`config.mk`:
```
export PLATFORM = sky130hd
export DESIGN_NAME = fp_ctrl
export DESIGN_NICKNAME = d
export VERILOG_FILES = /design/src/rtl/fp_pkg.sv /design/src/rtl/fp_ctrl.sv
export SDC_FILE = /design/constraint.sdc
export NUM_CORES = 1
export LEC_CHECK = 0
export ABC_AREA = 1
export BUFFER_PORTS_ARGS = -buffer_cell sky130_fd_sc_hd__buf_2
export CORE_AREA = 2 2 39 41
export CTS_CLUSTER_DIAMETER = 40
export CTS_CLUSTER_SIZE = 12
export DETAILED_ROUTE_END_ITERATION = 10
export DIE_AREA = 0 0 41 43
export GPL_TIMING_DRIVEN = 0
export PLACE_DENSITY = 0.72
export SYNTH_ARGS = -nofsm -noshare
export SYNTH_HDL_FRONTEND = slang
export SYNTH_SLANG_ARGS = --single-unit
```
`constraint.sdc`:
```
create_clock -name clk_i -period 1.2 [get_ports clk_i]
set_input_delay 0.06 -clock clk_i [delete_from_list [all_inputs] [get_ports clk_i]]
set_output_delay 0.06 -clock clk_i [all_outputs]
set_load 0.005 [all_outputs]
```
`src/rtl/fp_pkg.sv`:
```
// Shared types and codes for the Farey parents block.
`timescale 1ns / 1ps
`default_nettype none
package fp_pkg;
  typedef enum logic [3:0] {
    ST_IDLE, ST_CHECK, ST_G_TEST, ST_G_WAIT, ST_P_WAIT, ST_Q_START, ST_Q_WAIT,
    ST_B_INIT, ST_B_TEST, ST_B_WAIT, ST_B_STEP, ST_CMP_A, ST_CMP_B, ST_FINISH
  } state_e;

  typedef enum logic [3:0] {
    CMD_NONE, CMD_LOAD, CMD_CHECK, CMD_DIV_G, CMD_G_STEP, CMD_DIV_P, CMD_SET_P,
    CMD_DIV_Q, CMD_SET_Q, CMD_B_INIT, CMD_DIV_B, CMD_B_MUL, CMD_B_STEP,
    CMD_MUL_A, CMD_MUL_B, CMD_FINISH
  } cmd_e;

  typedef struct packed {
    logic div_start;
    cmd_e op;
  } ctrl_t;

  typedef struct packed {
    logic bad;
    logic div_busy;
    logic v_zero;
    logic r_zero;
  } stat_t;
endpackage
`default_nettype wire

```
`src/rtl/fp_ctrl.sv`:
```
// Sequencer for the gcd, reduction, Bezout and compare phases.
`timescale 1ns / 1ps
`default_nettype none
module fp_ctrl (
  input  wire logic          clk_i,
  input  wire logic          rst_ni,
  input  wire logic          start_i,
  input  wire logic          out_free_i,
  input  wire fp_pkg::stat_t stat_i,
  output fp_pkg::ctrl_t      ctrl_o,
  output logic               ready_o,
  output logic               done_o
);
  fp_pkg::state_e state_q, state_d;

  always_ff @(posedge clk_i or negedge rst_ni) begin
    if (!rst_ni) begin
      state_q <= fp_pkg::ST_IDLE;
    end else begin
      state_q <= state_d;
    end
  end

  always_comb begin
    state_d = state_q;
    ctrl_o.op = fp_pkg::CMD_NONE;
    ctrl_o.div_start = 1'b0;
    ready_o = 1'b0;
    done_o  = 1'b0;
    case (state_q)
      fp_pkg::ST_IDLE: begin
        ready_o = 1'b1;
        if (start_i) begin
          ctrl_o.op = fp_pkg::CMD_LOAD;
          state_d = fp_pkg::ST_CHECK;
        end
      end
      fp_pkg::ST_CHECK: begin
        ctrl_o.op = fp_pkg::CMD_CHECK;
        state_d = fp_pkg::ST_G_TEST;
      end
      fp_pkg::ST_G_TEST: begin
        if (stat_i.bad) begin
          state_d = fp_pkg::ST_FINISH;
        end else if (stat_i.v_zero) begin
          ctrl_o.op = fp_pkg::CMD_DIV_P;
          ctrl_o.div_start = 1'b1;
          state_d = fp_pkg::ST_P_WAIT;
        end else begin
          ctrl_o.op = fp_pkg::CMD_DIV_G;
          ctrl_o.div_start = 1'b1;
          state_d = fp_pkg::ST_G_WAIT;
        end
      end
      fp_pkg::ST_G_WAIT: begin
        if (!stat_i.div_busy) begin
          ctrl_o.op = fp_pkg::CMD_G_STEP;
          state_d = fp_pkg::ST_G_TEST;
        end
      end
      fp_pkg::ST_P_WAIT: begin
        if (!stat_i.div_busy) begin
          ctrl_o.op = fp_pkg::CMD_SET_P;
          state_d = fp_pkg::ST_Q_START;
        end
      end
      fp_pkg::ST_Q_START: begin
        ctrl_o.op = fp_pkg::CMD_DIV_Q;
        ctrl_o.div_start = 1'b1;
        state_d = fp_pkg::ST_Q_WAIT;
      end
      fp_pkg::ST_Q_WAIT: begin
        if (!stat_i.div_busy) begin
          ctrl_o.op = fp_pkg::CMD_SET_Q;
          state_d = fp_pkg::ST_B_INIT;
        end
      end
      fp_pkg::ST_B_INIT: begin
        ctrl_o.op = fp_pkg::CMD_B_INIT;
        state_d = fp_pkg::ST_B_TEST;
      end
      fp_pkg::ST_B_TEST: begin
        if (stat_i.r_zero) begin
          state_d = fp_pkg::ST_CMP_A;
        end else begin
          ctrl_o.op = fp_pkg::CMD_DIV_B;
          ctrl_o.div_start = 1'b1;
          state_d = fp_pkg::ST_B_WAIT;
        end
      end
      fp_pkg::ST_B_WAIT: begin
        if (!stat_i.div_busy) begin
          ctrl_o.op = fp_pkg::CMD_B_MUL;
          state_d = fp_pkg::ST_B_STEP;
        end
      end
      fp_pkg::ST_B_STEP: begin
        ctrl_o.op = fp_pkg::CMD_B_STEP;
        state_d = fp_pkg::ST_B_TEST;
      end
      fp_pkg::ST_CMP_A: begin
        ctrl_o.op = fp_pkg::CMD_MUL_A;
        state_d = fp_pkg::ST_CMP_B;
      end
      fp_pkg::ST_CMP_B: begin
        ctrl_o.op = fp_pkg::CMD_MUL_B;
        state_d = fp_pkg::ST_FINISH;
      end
      fp_pkg::ST_FINISH: begin
        if (out_free_i) begin
          ctrl_o.op = fp_pkg::CMD_FINISH;
          done_o = 1'b1;
          state_d = fp_pkg::ST_IDLE;
        end
      end
      default: state_d = fp_pkg::ST_IDLE;
    endcase
  end

  property p_done_free;
    @(posedge clk_i) disable iff (!rst_ni) done_o |-> out_free_i;
  endproperty
  a_done_free: assert property (p_done_free) else $error("result written into a full slot");
  property p_start_idle;
    @(posedge clk_i) disable iff (!rst_ni) start_i && ready_o |=> state_q == fp_pkg::ST_CHECK;
  endproperty
  a_start_idle: assert property (p_start_idle) else $error("load did not enter check");
  property p_div_start;
    @(posedge clk_i) disable iff (!rst_ni) ctrl_o.div_start |-> !stat_i.div_busy;
  endproperty
  a_div_start: assert property (p_div_start) else $error("divider restarted while busy");
  property p_done;
    @(posedge clk_i) disable iff (!rst_ni) done_o |=> state_q == fp_pkg::ST_IDLE;
  endproperty
  a_done: assert property (p_done) else $error("finish did not return to idle");
endmodule
`default_nettype wire

```
# Word-level counts from Yosys, hierarchy flattened

Cells that the tools add are included.
W data, S select, Z words.

Register bits: 4
Input port bits: 8
Output and inout bits: 7

Equal/unequal tests: 19
Mux-type cells: 24
Reduce and logical (&&, ||, !) cells: 3

Operator list:

| kind                 | count |
|---|---|
| $pmux W4 S14         | 1 |
| $pmux W4 S13         | 1 |
| $mux W4              | 10 |
| $eq A4 B4 Y1 const B | 6 |
| $eq A4 B3 Y1 const B | 4 |
| $mux W3              | 4 |
| $ne A2 B2 Y1 const B | 6 |
| $mux W5              | 2 |
| $eq A4 B2 Y1 const B | 2 |
| $reduce_and A6 Y1    | 1 |
| $eq A4 B1 Y1 const B | 1 |
| $logic_not A4 Y1     | 1 |
| $mux W1              | 4 |
| $pmux W1 S3          | 1 |
| $mux W2              | 1 |
| $reduce_or A2 Y1     | 1 |

# Depth between registers and ports, before layout

Word-level depth: 3
Mapped depth: 8

# Worst setup path after synthesis

No wires, ideal clock.

Kind: register to output
Start: register state_q[1]
End: output ctrl_o[3] in the netlist's numbering
Data arrival time: 1,104 ps
Required time: 1,140 ps
Slack: 36 ps
Stages on the path, launching flop included: 8
Path buffers: 0
Cells stage by stage: dfrtp_1 > nor2_1 > inv_1 > nor2_1 > nand2_1 > nand2_1 > inv_1 > nand3_1

RTL lines:

| item                   | RTL line      | text |
|---|---|---|
| start, declared        | fp_ctrl.sv:14 | `fp_pkg::state_e state_q, state_d;` |
| start signal, assigned | fp_ctrl.sv:18 | `state_q <= fp_pkg::ST_IDLE;` |
| start signal, assigned | fp_ctrl.sv:20 | `state_q <= state_d;` |
| end, declared          | fp_ctrl.sv:10 | `output fp_pkg::ctrl_t ctrl_o,` |

==> impl_metrics.yaml <==
placed_design:
  gp_congestion: 0.915
  dpl.hpwl_mm: 1.12
  placed_cell_area_um2: 624
  io_buffers: 14
grt:
  grt_use_met1: 0.261
  grt_pass1_vias: 676
  grt_use_met2: 0.347
  grt_antenna_before_repair: 0
  busiest_layer: "met2"
  globalRouteOverflowTotal: 0
  met3_usage: 0.0576
  track_usage: 0.224
  grt_pass1_wl_mm: 2.66
  grt_max_degree: 7
sta:
  relSlewSlack: 0.862
  rsz0062_at_grt: "true"
  finalSetupViolations: 11
  final_max_slew_viol_count: 0
  clock_skew_ns: 0.00122
  post-route-period-util: 1.25
  setup_tns_ns: -2.08
  max_slew.worst_pin.slew_ns: 0.208
  max_freq_mhz: 666
  fin_ws_ns: -0.303
  finalCriticalPeriod_ns: 1.50
  hold_viol: 0
routing:
  drt-initial-drc-count: 30
  drc_errors: 0
  drt_first_pass_iters: 4
  viasPerCell: 5.31
  post_drt_wl_per_cell_um: 12.1
  final_antenna_net_count: 0
  num_vias: 764
  wirelength_mm: 1.74
finish:
  stdcell_area_um2: 846
  n_fill_cell: 137
  fin_util: 0.611
  insertedDiodeCount: 0
  nets: 138
  top_register: "state_q"
  largest_reg_flops: 4
  final_common_cell: "nand2_1"
  mostFrequentLayoutCells: "nand2_1 (26), buf_2 (13), inv_2 (10), nor2_1 (10)"
  area_delta_synth_final_pct: 58.3
  reg_top3: "state_q (4)"
  drive_above_1_share: 0.531
  multiInputGateArea_um2: 468
  seq_area_um2: 105
floorplan:
  fp.dieArea_um2: 1760
  start_util: 0.386
  coreArea_um2: 1380
  die_y_um: 43
  pin_count: 15
  fp-row-count: 14
  die_w_um: 41
clock_network:
  clkLatencyLatePin_ns: 0.23
  clkSinkCount: 4
  cts_buffer_depth: 2
  root_buffer: "clkbuf_4"
  htreeDepth: 1
  cts_buffers: 3
  path_clk_slew_ns: 0.03
  cts_tree: "yes"
synthesis:
  synth-seq-cells: 4
  yosysSeqAreaShare: 0.187
  ys_types: 16
  yosys.area_share.simple: 0.607
  avgSynthCellArea_um2: 5.29
  post-synth-top-area-fraction: 0.211
  syn-num-nets: 109
  synth_top_family_by_area: "simple AND/OR/NAND/NOR gates"
  synth_fa_ha_area_frac: 0
  synth_xor_area_frac: 0
  synth.cell_area_um2: 534
  synth_compound_area_frac: 0.0796
  synth.area.top_cells: "nand2_1 (21%), dfrtp_1 (19%), nor2_1 (11%), inv_1 (11%), nand3_1 (10%)"
  synth.largest_area_cell: "nand2_1"
  synth_cells: 101
  synth_warnings: 0
  synth_mux_area_frac: 0
worst_hold_path:
  hold_class: "input pin to async pin"
pwr:
  power.density_nw_per_um2: 2700
  power_leakage_nw: 0.454
  ir_drop_mv: 1.52
run:
  timing.max_cap.violations: 0
outcome:
  violations: "negative setup slack"
  outcome: "finished with violations"
worst_setup_path:
  cp-end-kind: "output pin"
  critPathMaxFanout: 6
  worstPathArrival_ns: 1.44
  required_ns: 1.14
  crit_type: "flop to output pin"
  cp-start-kind: "flop"
==> synthesized netlist by cell type <==
library cell / instances
nor2_2: 2
nand4_1: 1
o21ai_0: 3
inv_2: 3
nand2_2: 5
dfrtp_1: 4
nand3_1: 11
nor2_4: 1
a21oi_1: 4
inv_1: 15
nor2_1: 16
nand3b_1: 2
nand3_2: 1
nand2_1: 30
nor3_1: 2
o211ai_1: 1
==> layer usage <==
layer | vias up | share of wire
met3 | 6 | 0.065
met4 | 0 | 0.018
li1 | 370 | -
met2 | 36 | 0.51
met5 | - | 0
met1 | 352 | 0.41
==> timing repair <==
item                                    4_1_cts  5_1_grt
pin swaps                                     6        6
setup buffers                                 6        3
endpoints found under the setup margin       11       11
endpoints found under the hold margin         4        0
hold buffers                                  1        0
cloned                                        0        0
resized for setup                            30       13
==> power breakdown <==
part           total (W)  switching [W]  internal [W]
Sequential      0.000417       0.000199      0.000219
Combinational    0.00171       0.000984      0.000727
Clock           0.000158      0.0000465      0.000111
Total            0.00229        0.00123       0.00106
==> metrics by stage <==
stage	total power [W]	hold slack (ns)	std cells	worst slack [ns]
3_3_place_gp	0.00148	-0.136	131	-0.271
3_5_place_dp	0.00148	-0.135	131	-0.286
5_1_grt	0.00248	0.189	144	-0.356
4_1_cts	0.00204	0.148	141	-0.257
6_report	0.00229	0.165	144	-0.303
2_1_floorplan	0.00114	-0.236	101	0.0361
==> cells by family (layout without fill, tap and decap cells) <==
group / after synthesis / in the layout
simple gates: 71 / 71
buf+inv: 18 / 45
compound gates: 8 / 8
flops: 4 / 4
==> critical path, stage by stage (launching register included) <==
cell,delay (ns)
dfrtp_2,0.47
inv_2,0.09
nor2_4,0.14
inv_2,0.08
nor2_1,0.15
a21oi_1,0.09
nand3_1,0.08
buf_2,0.11
==> worst paths after layout <==
kind                                  from    endpoint  slack [ns]  cells past startpoint
worst max-delay path            state_q[2]   ctrl_o[3]       -0.30                      7
worst min-delay path                rst_ni  state_q[3]        0.17                      2
worst max register to register  state_q[3]  state_q[1]       -0.18                      9
worst min register to register  state_q[0]  state_q[0]        0.63                      2
max in group asynchronous           rst_ni  state_q[1]        0.91                      2
min in group clk_i               stat_i[3]  state_q[3]        0.19                      5
==> final cells by class <==
class,count,share of cell area
clock buffer,3,0.0266
inverter,18,0.0858
multi-input combinational,79,0.553
sequential,4,0.124
tap,16,0.0237
timing repair buffer,24,0.186
No activity file was read; power rests on OpenSTA's default activity.
